`src/sv/kufe_pkg.sv`:
```
// ----------------------------------------------------------------------------
// kufe_pkg
// Shared constants, controller states and control bundles of the edge filter.
// ----------------------------------------------------------------------------
package kufe_pkg;

  // Default forest size and the fixed width of a node field.
  localparam int MaxNodesDef = 1024;
  localparam int NodeW       = 10;

  // Controller states.
  typedef enum logic [2:0] {
    ST_INIT,
    ST_IDLE,
    ST_CLEAR,
    ST_WALK_A,
    ST_WALK_B,
    ST_EMIT
  } state_e;

  // Commands from the controller to the datapath.
  typedef struct packed {
    logic capture;   // take the input item, start reading the first node
    logic sweep;     // write one entry of the clearing pass
    logic follow;    // step to the parent of the current node
    logic switch_b;  // first root found, start the second walk
    logic commit;    // second root found, decide and link
    logic emit;      // move the result into the output register
  } cmd_t;

  // Status from the datapath to the controller.
  typedef struct packed {
    logic in_mode;     // mode field of the offered item
    logic in_range;    // both node indices of the offered item are in range
    logic linked;      // current node has a parent link
    logic sweep_last;  // clearing pass is at its last entry
    logic out_free;    // output register can take a result this cycle
  } status_t;

endpackage

```
`src/sv/kufe_ctrl.sv`:
```
// ----------------------------------------------------------------------------
// kufe_ctrl
// Sequencer of the edge filter: clearing pass, two root walks and the result.
// ----------------------------------------------------------------------------
module kufe_ctrl (
  input  logic             clk_i,
  input  logic             rst_ni,
  input  logic             in_valid_i,
  output logic             in_stall_o,
  input  kufe_pkg::status_t status_i,
  output kufe_pkg::cmd_t    cmd_o
);

  kufe_pkg::state_e state_q, state_d;

  // State register; reset starts the clearing pass over the forest.
  always_ff @(posedge clk_i or negedge rst_ni) begin
    if (!rst_ni) begin
      state_q <= kufe_pkg::ST_INIT;
    end else begin
      state_q <= state_d;
    end
  end

  // Next-state logic.
  always_comb begin
    state_d = state_q;
    case (state_q)
      kufe_pkg::ST_INIT: begin
        if (status_i.sweep_last) state_d = kufe_pkg::ST_IDLE;
      end
      kufe_pkg::ST_IDLE: begin
        if (in_valid_i) begin
          if (!status_i.in_mode) begin
            state_d = kufe_pkg::ST_CLEAR;
          end else if (!status_i.in_range) begin
            state_d = kufe_pkg::ST_EMIT;
          end else begin
            state_d = kufe_pkg::ST_WALK_A;
          end
        end
      end
      kufe_pkg::ST_CLEAR: begin
        if (status_i.sweep_last) state_d = kufe_pkg::ST_EMIT;
      end
      kufe_pkg::ST_WALK_A: begin
        if (!status_i.linked) state_d = kufe_pkg::ST_WALK_B;
      end
      kufe_pkg::ST_WALK_B: begin
        if (!status_i.linked) state_d = kufe_pkg::ST_EMIT;
      end
      kufe_pkg::ST_EMIT: begin
        if (status_i.out_free) state_d = kufe_pkg::ST_IDLE;
      end
      default: state_d = kufe_pkg::ST_INIT;
    endcase
  end

  // Output logic.
  always_comb begin
    cmd_o      = '0;
    in_stall_o = 1'b1;
    case (state_q)
      kufe_pkg::ST_INIT: begin
        cmd_o.sweep = 1'b1;
      end
      kufe_pkg::ST_IDLE: begin
        in_stall_o    = 1'b0;
        cmd_o.capture = in_valid_i;
      end
      kufe_pkg::ST_CLEAR: begin
        cmd_o.sweep = 1'b1;
      end
      kufe_pkg::ST_WALK_A: begin
        cmd_o.follow   = status_i.linked;
        cmd_o.switch_b = !status_i.linked;
      end
      kufe_pkg::ST_WALK_B: begin
        cmd_o.follow = status_i.linked;
        cmd_o.commit = !status_i.linked;
      end
      kufe_pkg::ST_EMIT: begin
        cmd_o.emit = status_i.out_free;
      end
      default: begin
        cmd_o = '0;
      end
    endcase
  end

endmodule

```
`config.mk`:
```
export PLATFORM = sky130hd
export DESIGN_NAME = kufe_ctrl
export DESIGN_NICKNAME = d
export VERILOG_FILES = /design/src/sv/kufe_pkg.sv /design/src/sv/kufe_ctrl.sv
export SDC_FILE = /design/constraint.sdc
export NUM_CORES = 1
export LEC_CHECK = 0
export BUFFER_PORTS_ARGS = -buffer_cell sky130_fd_sc_hd__buf_2
export CORE_AREA = 8 8 45 47
export CTS_CLUSTER_SIZE = 28
export DETAILED_ROUTE_END_ITERATION = 10
export DIE_AREA = 0 0 53 55
export GPL_TIMING_DRIVEN = 0
export MAX_ROUTING_LAYER = met4
export SLEW_MARGIN = 15
export SYNTH_ARGS = -nofsm -noshare
export SYNTH_HDL_FRONTEND = slang
export SYNTH_SLANG_ARGS = --single-unit
```
`constraint.sdc`:
```
create_clock -name clk_i -period 2.7 [get_ports clk_i]
set_clock_uncertainty 0.05 [all_clocks]
set_input_delay 0.135 -clock clk_i [delete_from_list [all_inputs] [get_ports clk_i]]
set_output_delay 0.135 -clock clk_i [all_outputs]
set_load 0.05 [all_outputs]
```
==> Word-level counts from Yosys, hierarchy flattened <==
Cells that the tools add are included.
W data, S select, Z words.
{ "op_classes": {"eq_ne": 11, "muxes": 16, "n_addsub": 0, "n_reduce_logical": 5, "shift": 0, "magnitude_cmp": 0, "bitwise": 0, "multipliers": 0, "div_mod_pow": 0} }
{ "ops": {"columns": ["operator", "count"], "rows": [
  ["$mux W3", 8],
  ["$pmux W3 S6", 1],
  ["$ne A2 B2 Y1 const B", 6],
  ["$mux W1", 7],
  ["$eq A3 B2 Y1 const B", 2],
  ["$eq A3 B3 Y1 const B", 2],
  ["$reduce_and A6 Y1", 1],
  ["$reduce_or A2 Y1", 2],
  ["$eq A3 B1 Y1 const B", 1],
  ["$logic_not A3 Y1", 1],
  ["$logic_not A1 Y1", 1]
]} }
{ "word_totals": {"n_memories": 0, "inputBits": 8, "latchBits": 0, "mem_bits_rw": 0, "romBits": 0, "reg_bits": 3, "wordCells": 33} }

==> Longest topological paths before layout <==
Gate-level depths: netlist (run 1).
{ "depth": {"word_depth": 4, "ltp_mapped": 4} }

==> Worst setup path before layout (run 1) <==
Ideal clock, no wire load.
{ "synth_path": {"path_type": "register to output", "startpoint": "register state_q[2]", "endpoint": "output cmd_o[2] in the netlist's numbering", "slack_ps": 704, "required_time_ps": 2515, "path_stages_with_launch": 3, "arrival_ps": 1811, "n_path_buf": 0, "cell_sequence": "dfrtp_1 > or2b_1 > nor3b_1"} }
{ "synth_lines": {"columns": ["item", "line_no", "source"], "rows": [
  ["start, declared", "kufe_ctrl.sv:14", "kufe_pkg::state_e state_q, state_d;"],
  ["start signal, assigned", "kufe_ctrl.sv:19", "state_q <= kufe_pkg::ST_INIT;"],
  ["start signal, assigned", "kufe_ctrl.sv:21", "state_q <= state_d;"],
  ["end, declared", "kufe_ctrl.sv:11", "output kufe_pkg::cmd_t cmd_o"]
]} }

==> results of run 1 <==
[final timing paths]
path	start	end	slack [ns]	depth (start not counted)
max	state_q[2]$_DFFE_PN0P_	cmd_o[3]	1.07	4
min	in_valid_i	state_q[1]$_DFFE_PN0P_	0.17	3
max reg2reg	state_q[2]$_DFFE_PN0P_	state_q[2]$_DFFE_PN0P_	1.42	3
min reg2reg	state_q[1]$_DFFE_PN0P_	state_q[2]$_DFFE_PN0P_	0.56	2
max in group asynchronous	rst_ni	state_q[1]$_DFFE_PN0P_	2.31	2
min in group asynchronous	rst_ni	state_q[0]$_DFFE_PN0P_	0.18	2
[per-layer routing]
layer  up-vias  GRT usage  share of wire
li1        161          -              -
met1       127    0.06860           0.45
met2        14    0.09766           0.46
met3         2    0.01872          0.067
met4         0    0.05172          0.015
met5         -          -              0
[power by group through the flow]
stage | logic (mW) | registers [mW] | clock network [mW]
3_5_place_dp | 0.414 | 0.0855 | 0
5_1_grt | 0.445 | 0.0874 | 0.0879
2_1_floorplan | 0.342 | 0.0818 | 0
6_report | 0.413 | 0.0843 | 0.0833
3_3_place_gp | 0.411 | 0.0854 | 0
4_1_cts | 0.416 | 0.0849 | 0.0836
[synth_stat cells, types with 2 or more instances]
library cell,n,area share
inv_1,2,0.025
nor2_1,3,0.037
mux2i_1,2,0.067
dfrtp_1,3,0.25
buf_6,2,0.075
nor3_1,2,0.033
[layout make-up]
cell class	instances	area share
inverters	2	0.01760
well taps	16	0.04692
multi-input cells	25	0.4399
clock buffers	4	0.06158
plain buffers	3	0.07038
repair buffers	15	0.1877
flip-flops and latches	3	0.1760
[logic make-up after synthesis]
| group | after synthesis | synth area share |
|---|---|---|
| AO/OA/AOI/OAI | 8 | 0.2333 |
| buffers and inverters | 5 | 0.1250 |
| flip-flops | 3 | 0.2500 |
| multiplexers | 2 | 0.06667 |
| AND/OR/NAND/NOR | 15 | 0.3251 |
[critical path: cells and delay by family, from the launching register on]
family | cells | cell delay [ns]
buffers and inverters | 1 | 0.25
multiplexers | 1 | 0.13
AND/OR/NAND/NOR | 2 | 0.41
flip-flops | 1 | 0.41
==> impl_results.html, run 1 <==
<table>
<tr><th>Metric</th><th>Value</th></tr>
<tr><th colspan="2">Status</th></tr>
<tr><td>Outcome</td><td>finished clean</td></tr>
<tr><th colspan="2">Clock tree</th></tr>
<tr><td>Post-CTS Resized</td><td>0</td></tr>
<tr><td>Post-CTS setup buffer count</td><td>0</td></tr>
<tr><td>Clock Tree Root</td><td>clkbuf_4</td></tr>
<tr><td>Number of buffers added by the clock tree synthesis step</td><td>3</td></tr>
<tr><td>Number of buffers on the longest clock path</td><td>2</td></tr>
<tr><td>Clock transition at the register clock pins on the worst setup and hold paths after CTS</td><td>around 0.04 ns</td></tr>
<tr><td>CTS HTree Levels</td><td>1</td></tr>
<tr><td>CTS tree</td><td>yes</td></tr>
<tr><td>Cts hold-fix bufs</td><td>1</td></tr>
<tr><td># clock sinks</td><td>3</td></tr>
<tr><td>Clock insertion delay at the later pin of the skew report</td><td>around 0.24 ns</td></tr>
<tr><th colspan="2">Logic synthesis</th></tr>
<tr><td>Number of synthesized register bits</td><td>3</td></tr>
<tr><td>Post-Syn Instances</td><td>33</td></tr>
<tr><td>Synthesized net count</td><td>a little over 40</td></tr>
<tr><td>Primary flip-flop cell chosen by synthesis mapping</td><td>dfrtp_1</td></tr>
<tr><td>Portion of the post-synthesis area used by sequential elements</td><td>0.2500</td></tr>
<tr><td>Share of synthesized flip-flops with an asynchronous set or reset</td><td>1.000</td></tr>
<tr><td>Post-synth EDFFs</td><td>0</td></tr>
<tr><td>Yosys warns</td><td>0</td></tr>
<tr><td>Average instance area after synthesis</td><td>between 9 and 10 sq um</td></tr>
<tr><td>Mapped cell area</td><td>between 300 and 400 sq um</td></tr>
<tr><td>Count of different cell masters after synthesis</td><td>25</td></tr>
<tr><th colspan="2">Global routing</th></tr>
<tr><td>Number of antenna violations at the first check in global routing</td><td>0</td></tr>
<tr><td>Vias in the first global route</td><td>322</td></tr>
<tr><td>First-pass GRT wire length</td><td>1331 microns</td></tr>
<tr><td>Pin count of the biggest net entering global routing</td><td>11</td></tr>
<tr><td>Global route overflow</td><td>0</td></tr>
<tr><td>Global-route total usage across every layer</td><td>0.06426</td></tr>
<tr><th colspan="2">Detailed routing</th></tr>
<tr><td>First-pass iteration count of the detailed router</td><td>2</td></tr>
<tr><td>Wire length per cell</td><td>11.91 microns</td></tr>
<tr><td>Via-to-Cell Ratio</td><td>4.471</td></tr>
<tr><td>First-iteration detailed-routing DRC count</td><td>5</td></tr>
<tr><td>Routed WL</td><td>roughly 810 microns</td></tr>
<tr><td>DRC viols</td><td>0</td></tr>
<tr><td>Via total after detailed routing</td><td>around 300</td></tr>
<tr><td>Final ANT Viol Nets</td><td>0</td></tr>
<tr><th colspan="2">Critical path</th></tr>
<tr><td>Required time worst endpoint</td><td>between 2 and 3 ns</td></tr>
<tr><td>Worst path arrival time</td><td>1.45 ns</td></tr>
<tr><td>Start-to-end type of the worst setup path</td><td>reg2out</td></tr>
<tr><td>Critical Path Source Type</td><td>flop</td></tr>
<tr><td>Critical path endpoint category</td><td>primary output</td></tr>
<tr><td>Highest net fanout along the worst path</td><td>5</td></tr>
<tr><td>Critical path cell sequence</td><td>or2b_1 &gt; mux2i_1 &gt; and2_1 &gt; buf_2</td></tr>
<tr><td>Critical Path Max Stage Delay</td><td>0.41 ns</td></tr>
<tr><td>Max stage delay cell, worst path</td><td>dfrtp_1</td></tr>
<tr><th colspan="2">Die</th></tr>
<tr><td>Total number of placement rows</td><td>14</td></tr>
<tr><td>DIE WIDTH</td><td>between 50 and 60 microns</td></tr>
<tr><td>Starting utilization of the core area</td><td>0.2170</td></tr>
<tr><td>Num ports</td><td>15</td></tr>
<tr><td>Core Region</td><td>1384 sq um</td></tr>
<tr><td>Overall die area</td><td>around 2900 sq um</td></tr>
<tr><td>Die outline height</td><td>~55 microns</td></tr>
<tr><th colspan="2">Cells and area</th></tr>
<tr><td>Syn-to-layout area delta</td><td>42.08%</td></tr>
<tr><td>Final core utilization</td><td>0.3083</td></tr>
<tr><td>Largest registers</td><td>state_q x3</td></tr>
<tr><td>Fillcell total</td><td>161</td></tr>
<tr><td>Number of inserted diodes</td><td>0</td></tr>
<tr><td>Reg area</td><td>75.07 sq um</td></tr>
<tr><td>Final cell count without fillers</td><td>between 60 and 70</td></tr>
<tr><td>Finished layout cell area</td><td>426.7 sq um</td></tr>
<tr><td>Register ranked first by flip-flop count</td><td>state_q</td></tr>
<tr><td>Fraction of layout cells with a size suffix above 1</td><td>0.4423</td></tr>
<tr><td>Final net count</td><td>roughly 60</td></tr>
<tr><td>Most frequent cells in the layout</td><td>14 x buf_2, 3 x nor2_1, 3 x clkbuf_4, 3 x dfrtp_1</td></tr>
<tr><td>Multi-input gate area</td><td>between 150 and 200 sq um</td></tr>
<tr><td>Most common library cell in the layout ignoring fill and taps</td><td>buf_2</td></tr>
<tr><td>Max FFs per register</td><td>3</td></tr>
<tr><th colspan="2">Timing</th></tr>
<tr><td>Worst Setup Slack, final</td><td>between 1 and 1.5 ns</td></tr>
<tr><td>Setup repair after global routing missed its margin</td><td>false</td></tr>
<tr><td>Actual slew at the worst max-slew pin</td><td>approximately 0.26 ns</td></tr>
<tr><td>Relative slew slack</td><td>0.8276</td></tr>
<tr><td>Post-Route Hold Slack</td><td>roughly 0.17 ns</td></tr>
<tr><td>Final number of max-transition violations</td><td>0</td></tr>
<tr><td>Maximum achievable frequency</td><td>between 600 and 700 MHz</td></tr>
<tr><td>Hold Fails Final Rpt</td><td>0</td></tr>
<tr><td>Setup violations, final</td><td>0</td></tr>
<tr><td>Time the final worst path needs with I/O delays and setup</td><td>roughly 1.6 ns</td></tr>
<tr><td>Share of the cycle needed by the critical path after routing</td><td>0.6039</td></tr>
<tr><td>Post-route setup TNS</td><td>0 ns</td></tr>
<tr><th colspan="2">Pwr</th></tr>
<tr><td>Switching Power</td><td>slightly above 300 uW</td></tr>
<tr><td>Clk pwr share</td><td>0.144</td></tr>
<tr><td>Part of the power in registers</td><td>0.145</td></tr>
<tr><td>Leakage dissipation</td><td>0.2191 nW</td></tr>
<tr><td>Switching Share</td><td>0.5215</td></tr>
<tr><td>Combinational group share of total power</td><td>0.711</td></tr>
<tr><td>P_int</td><td>roughly 280 uW</td></tr>
<tr><td>Sum of internal, switching and leakage power</td><td>just under 600 uW</td></tr>
<tr><td>Power density over the cells</td><td>around 1400 nW/um^2</td></tr>
<tr><td>Max VDD drop</td><td>around 260 uV</td></tr>
<tr><th colspan="2">Run</th></tr>
<tr><td>Max_cap viols</td><td>0</td></tr>
<tr><th colspan="2">Placed design</th></tr>
<tr><td>Detailed Place HPWL</td><td>624.6 microns</td></tr>
<tr><td>Post-Place Cell Area</td><td>390.4 sq um</td></tr>
<tr><td>Routability congestion estimate</td><td>~0.79</td></tr>
<tr><td>Placed cell count</td><td>63</td></tr>
<tr><td>Worst slack at placement</td><td>1.315 ns</td></tr>
<tr><td>Number of I/O port buffers</td><td>14</td></tr>
<tr><th colspan="2">Min path</th></tr>
<tr><td>Worst min-delay path category</td><td>in2reg</td></tr>
</table>
(Power assumes the default switching activity.)
==> inputs of run 2 (changes only) <==
==> constraint.sdc (replaced) <==
create_clock -name clk_i -period 1.3 [get_ports clk_i]
set_clock_uncertainty 0.05 [all_clocks]
set_input_delay 0.065 -clock clk_i [delete_from_list [all_inputs] [get_ports clk_i]]
set_output_delay 0.065 -clock clk_i [all_outputs]
set_load 0.05 [all_outputs]
==> run 2 against run 1 <==
  * The flow now finishes with violations (negative setup slack)
  * Worst hold slack got worse by 0.056 ns
  * Highest routed layer is now met3
  * Clock-buffer cell count unchanged
  * Utilization increased by 11 points
  * Sequential power increased by 110%
  * Flip-flop and latch count unchanged
  * Worst setup slack got worse by 1.3 ns
  * Critical path depth unchanged
==> impl_results.html, run 2 (synthesis results as in run 1) <==
<table>
<tr><th>Metric</th><th>Value</th></tr>
<tr><th colspan="2">Critical path</th></tr>
<tr><td>Worst path arrival time</td><td>1.38 ns (was 1.45 ns)</td></tr>
<tr><td>Highest net fanout along the worst path</td><td>4 (was 5)</td></tr>
<tr><td>Start-to-end type of the worst setup path</td><td>reg2out (unchanged)</td></tr>
<tr><td>Critical path cell sequence</td><td>or2b_1 &gt; mux2i_1 &gt; and2_4 &gt; buf_8 (was or2b_1 &gt; mux2i_1 &gt; and2_1 &gt; buf_2)</td></tr>
<tr><td>Max stage delay cell, worst path</td><td>dfrtp_2 (was dfrtp_1)</td></tr>
<tr><td>Count of buffering cells on the critical path with inverters included</td><td>1 (unchanged)</td></tr>
<tr><td>Critical path endpoint category</td><td>primary output (unchanged)</td></tr>
<tr><td>Critical Path Max Stage Delay</td><td>0.41 ns (about the same)</td></tr>
<tr><td>Top delay family on crit path</td><td>simple AND/OR/NAND/NOR gates (unchanged)</td></tr>
<tr><td>Required time worst endpoint</td><td>1.19 ns (was 2.52 ns)</td></tr>
<tr><td>Critical Path Source Type</td><td>flop (unchanged)</td></tr>
<tr><th colspan="2">Cells and area</th></tr>
<tr><td>Fillcell total</td><td>140 (was 161)</td></tr>
<tr><td>Max FFs per register</td><td>3 (unchanged)</td></tr>
<tr><td>Finished layout cell area</td><td>581.8 sq um (was 426.7 sq um)</td></tr>
<tr><td>Most frequent cells in the layout</td><td>7 x buf_6, 7 x buf_2, 6 x buf_4 (was 14 x buf_2, 3 x nor2_1, 3 x clkbuf_4, 3 x dfrtp_1)</td></tr>
<tr><td>Syn-to-layout area delta</td><td>93.75% (was 42.08%)</td></tr>
<tr><td>Number of inserted diodes</td><td>0 (unchanged)</td></tr>
<tr><td>Final cell count without fillers</td><td>73 (was 68)</td></tr>
<tr><td>Largest registers</td><td>state_q x3 (unchanged)</td></tr>
<tr><td>Register ranked first by flip-flop count</td><td>state_q (unchanged)</td></tr>
<tr><td>Fraction of layout cells with a size suffix above 1</td><td>0.6491 (was 0.4423)</td></tr>
<tr><td>Final net count</td><td>66 (was 61)</td></tr>
<tr><th colspan="2">Pwr</th></tr>
<tr><td>Leakage dissipation</td><td>0.2767 nW (was 0.2191 nW)</td></tr>
<tr><td>Max VDD drop</td><td>1236 uV (was 264.5 uV)</td></tr>
<tr><td>Power density over the cells</td><td>2725 nW/um^2 (was 1360 nW/um^2)</td></tr>
<tr><th colspan="2">Timing</th></tr>
<tr><td>Share of the cycle needed by the critical path after routing</td><td>1.151</td></tr>
<tr><td>Relative slew slack</td><td>0.8294 (was 0.8276)</td></tr>
<tr><td>Post-Route Hold Slack</td><td>0.1098 ns (was 0.1662 ns)</td></tr>
<tr><td>Maximum achievable frequency</td><td>approximately 670 MHz</td></tr>
<tr><td>Worst Setup Slack, final</td><td>-0.1969 ns (was 1.069 ns)</td></tr>
<tr><td>Hold Fails Final Rpt</td><td>0 (unchanged)</td></tr>
<tr><td>Final number of max-transition violations</td><td>0 (unchanged)</td></tr>
<tr><td>Post-route setup TNS</td><td>-0.6961 ns (was 0 ns)</td></tr>
<tr><td>Time the final worst path needs with I/O delays and setup</td><td>between 1 and 1.5 ns</td></tr>
<tr><td>Actual slew at the worst max-slew pin</td><td>0.2537 ns (was 0.2550 ns)</td></tr>
<tr><td>Setup violations, final</td><td>7 (was 0)</td></tr>
<tr><td>Setup repair after global routing missed its margin</td><td>true (was false)</td></tr>
<tr><th colspan="2">Detailed routing</th></tr>
<tr><td>First-pass iteration count of the detailed router</td><td>4 (was 2)</td></tr>
<tr><td>Via-to-Cell Ratio</td><td>4.795 (was 4.471)</td></tr>
<tr><td>DRC viols</td><td>0 (unchanged)</td></tr>
<tr><td>First-iteration detailed-routing DRC count</td><td>10 (was 5)</td></tr>
<tr><td>Final ANT Viol Nets</td><td>0 (unchanged)</td></tr>
<tr><td>Via total after detailed routing</td><td>350 (was 304)</td></tr>
<tr><td>Wire length per cell</td><td>12.85 microns (was 11.91 microns)</td></tr>
<tr><td>Routed WL</td><td>938 microns (was 810 microns)</td></tr>
<tr><th colspan="2">Placed design</th></tr>
<tr><td>Post-Place Cell Area</td><td>424.2 sq um (was 390.4 sq um)</td></tr>
<tr><td>Number of I/O port buffers</td><td>14 (unchanged)</td></tr>
<tr><td>Detailed Place HPWL</td><td>640 microns (was 624.6 microns)</td></tr>
<tr><td>Routability congestion estimate</td><td>0.6524 (was 0.7860)</td></tr>
<tr><td>Placed cell count</td><td>63 (unchanged)</td></tr>
<tr><td>Worst slack at placement</td><td>-0.06515 ns (was 1.315 ns)</td></tr>
<tr><th colspan="2">Global routing</th></tr>
<tr><td>Global-route total usage across every layer</td><td>0.06539 (was 0.06426)</td></tr>
<tr><td>Pin count of the biggest net entering global routing</td><td>11 (unchanged)</td></tr>
<tr><td>Global route overflow</td><td>0 (unchanged)</td></tr>
<tr><td>Number of antenna violations at the first check in global routing</td><td>0 (unchanged)</td></tr>
<tr><td>First-pass GRT wire length</td><td>1380 microns (was 1331 microns)</td></tr>
<tr><td>Vias in the first global route</td><td>359 (was 322)</td></tr>
<tr><th colspan="2">Status</th></tr>
<tr><td>Failing checks</td><td>negative setup slack</td></tr>
<tr><td>Outcome</td><td>finished with violations (was finished clean)</td></tr>
<tr><th colspan="2">Clock tree</th></tr>
<tr><td>CTS HTree Levels</td><td>1 (unchanged)</td></tr>
<tr><td>Clock insertion delay at the later pin of the skew report</td><td>0.23 ns (was 0.24 ns)</td></tr>
<tr><td>Number of buffers added by the clock tree synthesis step</td><td>3 (unchanged)</td></tr>
<tr><td># clock sinks</td><td>3 (unchanged)</td></tr>
<tr><td>Clock transition at the register clock pins on the worst setup and hold paths after CTS</td><td>0.04 ns (about the same)</td></tr>
<tr><td>Clock Tree Root</td><td>clkbuf_4 (unchanged)</td></tr>
<tr><td>CTS tree</td><td>yes (unchanged)</td></tr>
<tr><td>Number of buffers on the longest clock path</td><td>2 (unchanged)</td></tr>
<tr><th colspan="2">Die</th></tr>
<tr><td>Overall die area</td><td>2915 sq um (unchanged)</td></tr>
<tr><td>Total number of placement rows</td><td>14 (unchanged)</td></tr>
<tr><td>Core Region</td><td>1384 sq um (unchanged)</td></tr>
<tr><td>Num ports</td><td>15 (unchanged)</td></tr>
<tr><td>Die outline height</td><td>55 microns (unchanged)</td></tr>
<tr><td>DIE WIDTH</td><td>53 microns (unchanged)</td></tr>
<tr><td>Starting utilization of the core area</td><td>0.2170 (unchanged)</td></tr>
<tr><th colspan="2">Run</th></tr>
<tr><td>Max_cap viols</td><td>0 (unchanged)</td></tr>
<tr><th colspan="2">Min path</th></tr>
<tr><td>Worst min-delay path category</td><td>in2async (was in2reg)</td></tr>
</table>
==> run 2: per-stage QoR <==
stage	total power, mW	utilization
floorplan	0.9461	-
global placement	1.104	0.3065
detailed placement	1.110	0.3065
CTS	1.555	0.4114
global route	1.679	0.4204
finish	1.585	0.4204
==> run 2: what timing repair did <==
| item | CTS | global route |
|---|---|---|
| endpoints found under the setup margin | 8 | 10 |
| gates resized for setup | 19 | 3 |
| endpoints found under the hold margin | 3 | 0 |
| hold buffers | 1 | 0 |
| buffers inserted | 5 | 0 |
| pin swaps | 3 | 2 |
==> run 2: cell type report <==
| class | count | area (sq um) | share of cell area |
|---|---|---|---|
| Buffer | 3 | 30.03 | 0.05161 |
| Clock buffer | 4 | 26.28 | 0.04516 |
| Inverter | 2 | 7.507 | 0.01290 |
| Multi-Input combinational cell | 25 | 252.7 | 0.4344 |
| Sequential cell | 3 | 76.32 | 0.1312 |
| Tap cell | 16 | 20.02 | 0.03441 |
| Timing Repair Buffer | 20 | 168.9 | 0.2903 |
==> run 2: where the power goes <==
group	leakage (nW)	switching (mW)	internal, mW
sequential	0.0351	0.0333	0.142
clock	0.0150	0.0440	0.115
combinational	0.227	0.668	0.584
==> run 2: routing by layer <==
metal  vias to the layer above  share of wire  track usage
met5                         -              0            -
met4                         0              0      0.03879
met3                         0          0.043      0.01604
met2                        13           0.53       0.1094
met1                       166           0.42      0.06860
li1                        171              -            -
==> run 2: worst paths after layout <==
path                                        start  slack (ns)  depth (start not counted)                      to
max in group asynchronous                  rst_ni        0.98                          2  state_q[2]$_DFFE_PN0P_
min reg2reg                state_q[0]$_DFFE_PN0P_        0.59                          2  state_q[2]$_DFFE_PN0P_
max                        state_q[2]$_DFFE_PN0P_       -0.20                          4                cmd_o[3]
min in group clk_i                    status_i[0]        0.13                          3  state_q[2]$_DFFE_PN0P_
min                                        rst_ni        0.11                          2  state_q[2]$_DFFE_PN0P_
max reg2reg                state_q[2]$_DFFE_PN0P_       -0.08                          4  state_q[2]$_DFFE_PN0P_
==> run 2: worst reg2reg max path, cell delays in order (launching register included) <==
cell,delay [ns]
dfrtp_2,0.41
buf_4,0.14
buf_6,0.13
a221o_1,0.31
a221oi_2,0.23
==> inputs of run 3 (changes only) <==
--- a/config.mk
+++ b/config.mk
@@ -12,6 +12,7 @@
 export DIE_AREA = 0 0 53 55
 export GPL_TIMING_DRIVEN = 0
 export MAX_ROUTING_LAYER = met4
+export RECOVER_POWER = 25
 export SLEW_MARGIN = 15
 export SYNTH_ARGS = -nofsm -noshare
 export SYNTH_HDL_FRONTEND = slang
==> run 3 against run 2 <==
  * The run still ends with negative setup slack left
  * Utilization decreased by 0.090 points
  * Sequential power is essentially flat
  * Total power about the same
  * Critical endpoint unchanged
  * Largest power group unchanged
==> impl_results.html, run 3 (synthesis results as in run 1) <==
<table>
<tr><th>Metric</th><th>Value</th></tr>
<tr><th colspan="2">Status</th></tr>
<tr><td>Outcome</td><td>finished with violations (unchanged)</td></tr>
<tr><td>Failing checks</td><td>negative setup slack (unchanged)</td></tr>
<tr><th colspan="2">Detailed routing</th></tr>
<tr><td>DRC viols</td><td>0 (unchanged)</td></tr>
<tr><td>Wire length per cell</td><td>12.81 microns (was 12.85 microns)</td></tr>
<tr><td>Routed WL</td><td>935 microns (was 938 microns)</td></tr>
<tr><td>First-iteration detailed-routing DRC count</td><td>10 (unchanged)</td></tr>
<tr><td>Final ANT Viol Nets</td><td>0 (unchanged)</td></tr>
<tr><td>Via-to-Cell Ratio</td><td>4.795 (unchanged)</td></tr>
<tr><td>Via total after detailed routing</td><td>350 (unchanged)</td></tr>
<tr><td>First-pass iteration count of the detailed router</td><td>3 (was 4)</td></tr>
<tr><th colspan="2">Global routing</th></tr>
<tr><td>Global-route total usage across every layer</td><td>0.06539 (unchanged)</td></tr>
<tr><td>Vias in the first global route</td><td>359 (unchanged)</td></tr>
<tr><td>Number of antenna violations at the first check in global routing</td><td>0 (unchanged)</td></tr>
<tr><td>First-pass GRT wire length</td><td>1380 microns (unchanged)</td></tr>
<tr><td>Pin count of the biggest net entering global routing</td><td>11 (unchanged)</td></tr>
<tr><td>Global route overflow</td><td>0 (unchanged)</td></tr>
<tr><th colspan="2">Die</th></tr>
<tr><td>Starting utilization of the core area</td><td>0.2170 (unchanged)</td></tr>
<tr><td>Overall die area</td><td>2915 sq um (unchanged)</td></tr>
<tr><td>Core Region</td><td>1384 sq um (unchanged)</td></tr>
<tr><td>Total number of placement rows</td><td>14 (unchanged)</td></tr>
<tr><td>DIE WIDTH</td><td>53 microns (unchanged)</td></tr>
<tr><td>Die outline height</td><td>55 microns (unchanged)</td></tr>
<tr><td>Num ports</td><td>15 (unchanged)</td></tr>
<tr><th colspan="2">Clock tree</th></tr>
<tr><td>CTS tree</td><td>yes (unchanged)</td></tr>
<tr><td>Number of buffers added by the clock tree synthesis step</td><td>3 (unchanged)</td></tr>
<tr><td>CTS HTree Levels</td><td>1 (unchanged)</td></tr>
<tr><td>Number of buffers on the longest clock path</td><td>2 (unchanged)</td></tr>
<tr><td>Clock transition at the register clock pins on the worst setup and hold paths after CTS</td><td>0.04 ns (about the same)</td></tr>
<tr><td># clock sinks</td><td>3 (unchanged)</td></tr>
<tr><td>Clock insertion delay at the later pin of the skew report</td><td>0.23 ns (about the same)</td></tr>
<tr><td>Clock Tree Root</td><td>clkbuf_4 (unchanged)</td></tr>
<tr><th colspan="2">Timing</th></tr>
<tr><td>Hold Fails Final Rpt</td><td>0 (unchanged)</td></tr>
<tr><td>Actual slew at the worst max-slew pin</td><td>0.2537 ns (unchanged)</td></tr>
<tr><td>Share of the cycle needed by the critical path after routing</td><td>1.152 (was 1.151)</td></tr>
<tr><td>Setup violations, final</td><td>7 (unchanged)</td></tr>
<tr><td>Setup repair after global routing missed its margin</td><td>true (unchanged)</td></tr>
<tr><td>Time the final worst path needs with I/O delays and setup</td><td>1.497 ns (about the same)</td></tr>
<tr><td>Maximum achievable frequency</td><td>667.9 MHz (was 668.0 MHz)</td></tr>
<tr><td>Worst Setup Slack, final</td><td>-0.1972 ns (was -0.1969 ns)</td></tr>
<tr><td>Relative slew slack</td><td>0.8294 (unchanged)</td></tr>
<tr><td>Final number of max-transition violations</td><td>0 (unchanged)</td></tr>
<tr><th colspan="2">Run</th></tr>
<tr><td>Max_cap viols</td><td>0 (unchanged)</td></tr>
<tr><th colspan="2">Pwr</th></tr>
<tr><td>Leakage dissipation</td><td>0.2740 nW (was 0.2767 nW)</td></tr>
<tr><td>Power density over the cells</td><td>2730 nW/um^2 (was 2725 nW/um^2)</td></tr>
<tr><td>Sum of internal, switching and leakage power</td><td>1.585 mW (about the same)</td></tr>
<tr><td>Max VDD drop</td><td>1236 uV (about the same)</td></tr>
<tr><th colspan="2">Cells and area</th></tr>
<tr><td>Register ranked first by flip-flop count</td><td>state_q (unchanged)</td></tr>
<tr><td>Most common library cell in the layout ignoring fill and taps</td><td>buf_6</td></tr>
<tr><td>Number of inserted diodes</td><td>0 (unchanged)</td></tr>
<tr><td>Final net count</td><td>66 (unchanged)</td></tr>
<tr><td>Fillcell total</td><td>141 (was 140)</td></tr>
<tr><td>Syn-to-layout area delta</td><td>93.33% (was 93.75%)</td></tr>
<tr><td>Max FFs per register</td><td>3 (unchanged)</td></tr>
<tr><td>Largest registers</td><td>state_q x3 (unchanged)</td></tr>
<tr><td>Final cell count without fillers</td><td>73 (unchanged)</td></tr>
<tr><td>Fraction of layout cells with a size suffix above 1</td><td>0.6316 (was 0.6491)</td></tr>
<tr><td>Most frequent cells in the layout</td><td>7 x buf_6, 6 x buf_4, 6 x buf_2 (was 7 x buf_6, 7 x buf_2, 6 x buf_4)</td></tr>
<tr><th colspan="2">Placed design</th></tr>
<tr><td>Number of I/O port buffers</td><td>14 (unchanged)</td></tr>
<tr><td>Detailed Place HPWL</td><td>640 microns (unchanged)</td></tr>
<tr><td>Placed cell count</td><td>63 (unchanged)</td></tr>
<tr><td>Worst slack at placement</td><td>-0.06515 ns (unchanged)</td></tr>
<tr><td>Routability congestion estimate</td><td>0.6524 (unchanged)</td></tr>
<tr><th colspan="2">Critical path</th></tr>
<tr><td>Worst path arrival time</td><td>1.38 ns (about the same)</td></tr>
<tr><td>Critical path endpoint category</td><td>primary output (unchanged)</td></tr>
<tr><td>Highest net fanout along the worst path</td><td>4 (unchanged)</td></tr>
<tr><td>Required time worst endpoint</td><td>1.19 ns (about the same)</td></tr>
<tr><td>Critical Path Source Type</td><td>flop (unchanged)</td></tr>
<tr><td>Start-to-end type of the worst setup path</td><td>reg2out (unchanged)</td></tr>
<tr><th colspan="2">Min path</th></tr>
<tr><td>Worst min-delay path category</td><td>in2async (unchanged)</td></tr>
</table>
run 3: cell count changes in the layout (fill, tap and decap cells not counted):
cell / before / now
buf_2: 7 / 6
clkbuf_1: 1 / 2
run 3: through the flow:
| step | instance area, sq um | setup TNS, ns | util | hold slack (ns) |
|---|---|---|---|---|
| 2_1_floorplan | 334.1 | -0.007191 | - | -0.2806 |
| 3_3_place_gp | 424.2 | -0.05539 | 0.3065 | -0.1897 |
| 3_5_place_dp | 424.2 | -0.07183 | 0.3065 | -0.1872 |
| 4_1_cts | 569.3 | -0.7030 | 0.4114 | 0.09890 |
| 5_1_grt | 580.6 | -1.188 | 0.4195 | 0.1379 |
| 6_report | 580.6 | -0.6959 | 0.4195 | 0.1201 |
run 3: critical path, cell delays in order (launching register included):
cell and delay [ns]:
dfrtp_2 0.41, or2b_1 0.28, mux2i_1 0.16, and2_4 0.17
buf_8 0.14
run 3: layout make-up:
cell class | instances | area, sq um | area share
buffer | 3 | 30.03 | 0.05172
clock buffer | 4 | 26.28 | 0.04526
inverter | 2 | 7.507 | 0.01293
multi-input combinational | 25 | 252.7 | 0.4353
sequential | 3 | 76.32 | 0.1315
tap | 16 | 20.02 | 0.03448
timing repair buffer | 20 | 167.7 | 0.2888
run 3: final timing paths:
path                            slack, ns  cells past startpoint                endpoint                    from
worst max-delay path                -0.20                      4                cmd_o[3]  state_q[2]$_DFFE_PN0P_
worst min-delay path                 0.12                      2  state_q[2]$_DFFE_PN0P_                  rst_ni
worst max register to register      -0.08                      4  state_q[2]$_DFFE_PN0P_  state_q[2]$_DFFE_PN0P_
worst min register to register       0.59                      2  state_q[2]$_DFFE_PN0P_  state_q[0]$_DFFE_PN0P_
max in group asynchronous            0.92                      2  state_q[2]$_DFFE_PN0P_                  rst_ni
min in group clk_i                   0.13                      3  state_q[2]$_DFFE_PN0P_             status_i[0]
run 3: per-layer routing:
layer / vias to the layer above / part of all wire / GRT usage
met2: 13 / 0.53 / 0.1094
met5: - / 0 / -
li1: 171 / - / -
met1: 166 / 0.42 / 0.06860
met3: 0 / 0.043 / 0.01604
met4: 0 / 0 / 0.03879
run 3: power by group:
group          internal (mW)  leakage (nW)  switching, mW
Clock                  0.115        0.0150         0.0442
Sequential             0.141        0.0351         0.0331
Combinational          0.583         0.224          0.668
Total                  0.839         0.274          0.745
run 3: repair_timing:
item | in CTS | in global routing
gates resized for setup | 19 | 3
hold buffers | 1 | 0
cloned | 0 | 0
endpoints found under the setup margin | 8 | 10
pin swaps | 3 | 2
endpoints found under the hold margin | 3 | 0
setup buffers | 5 | 0
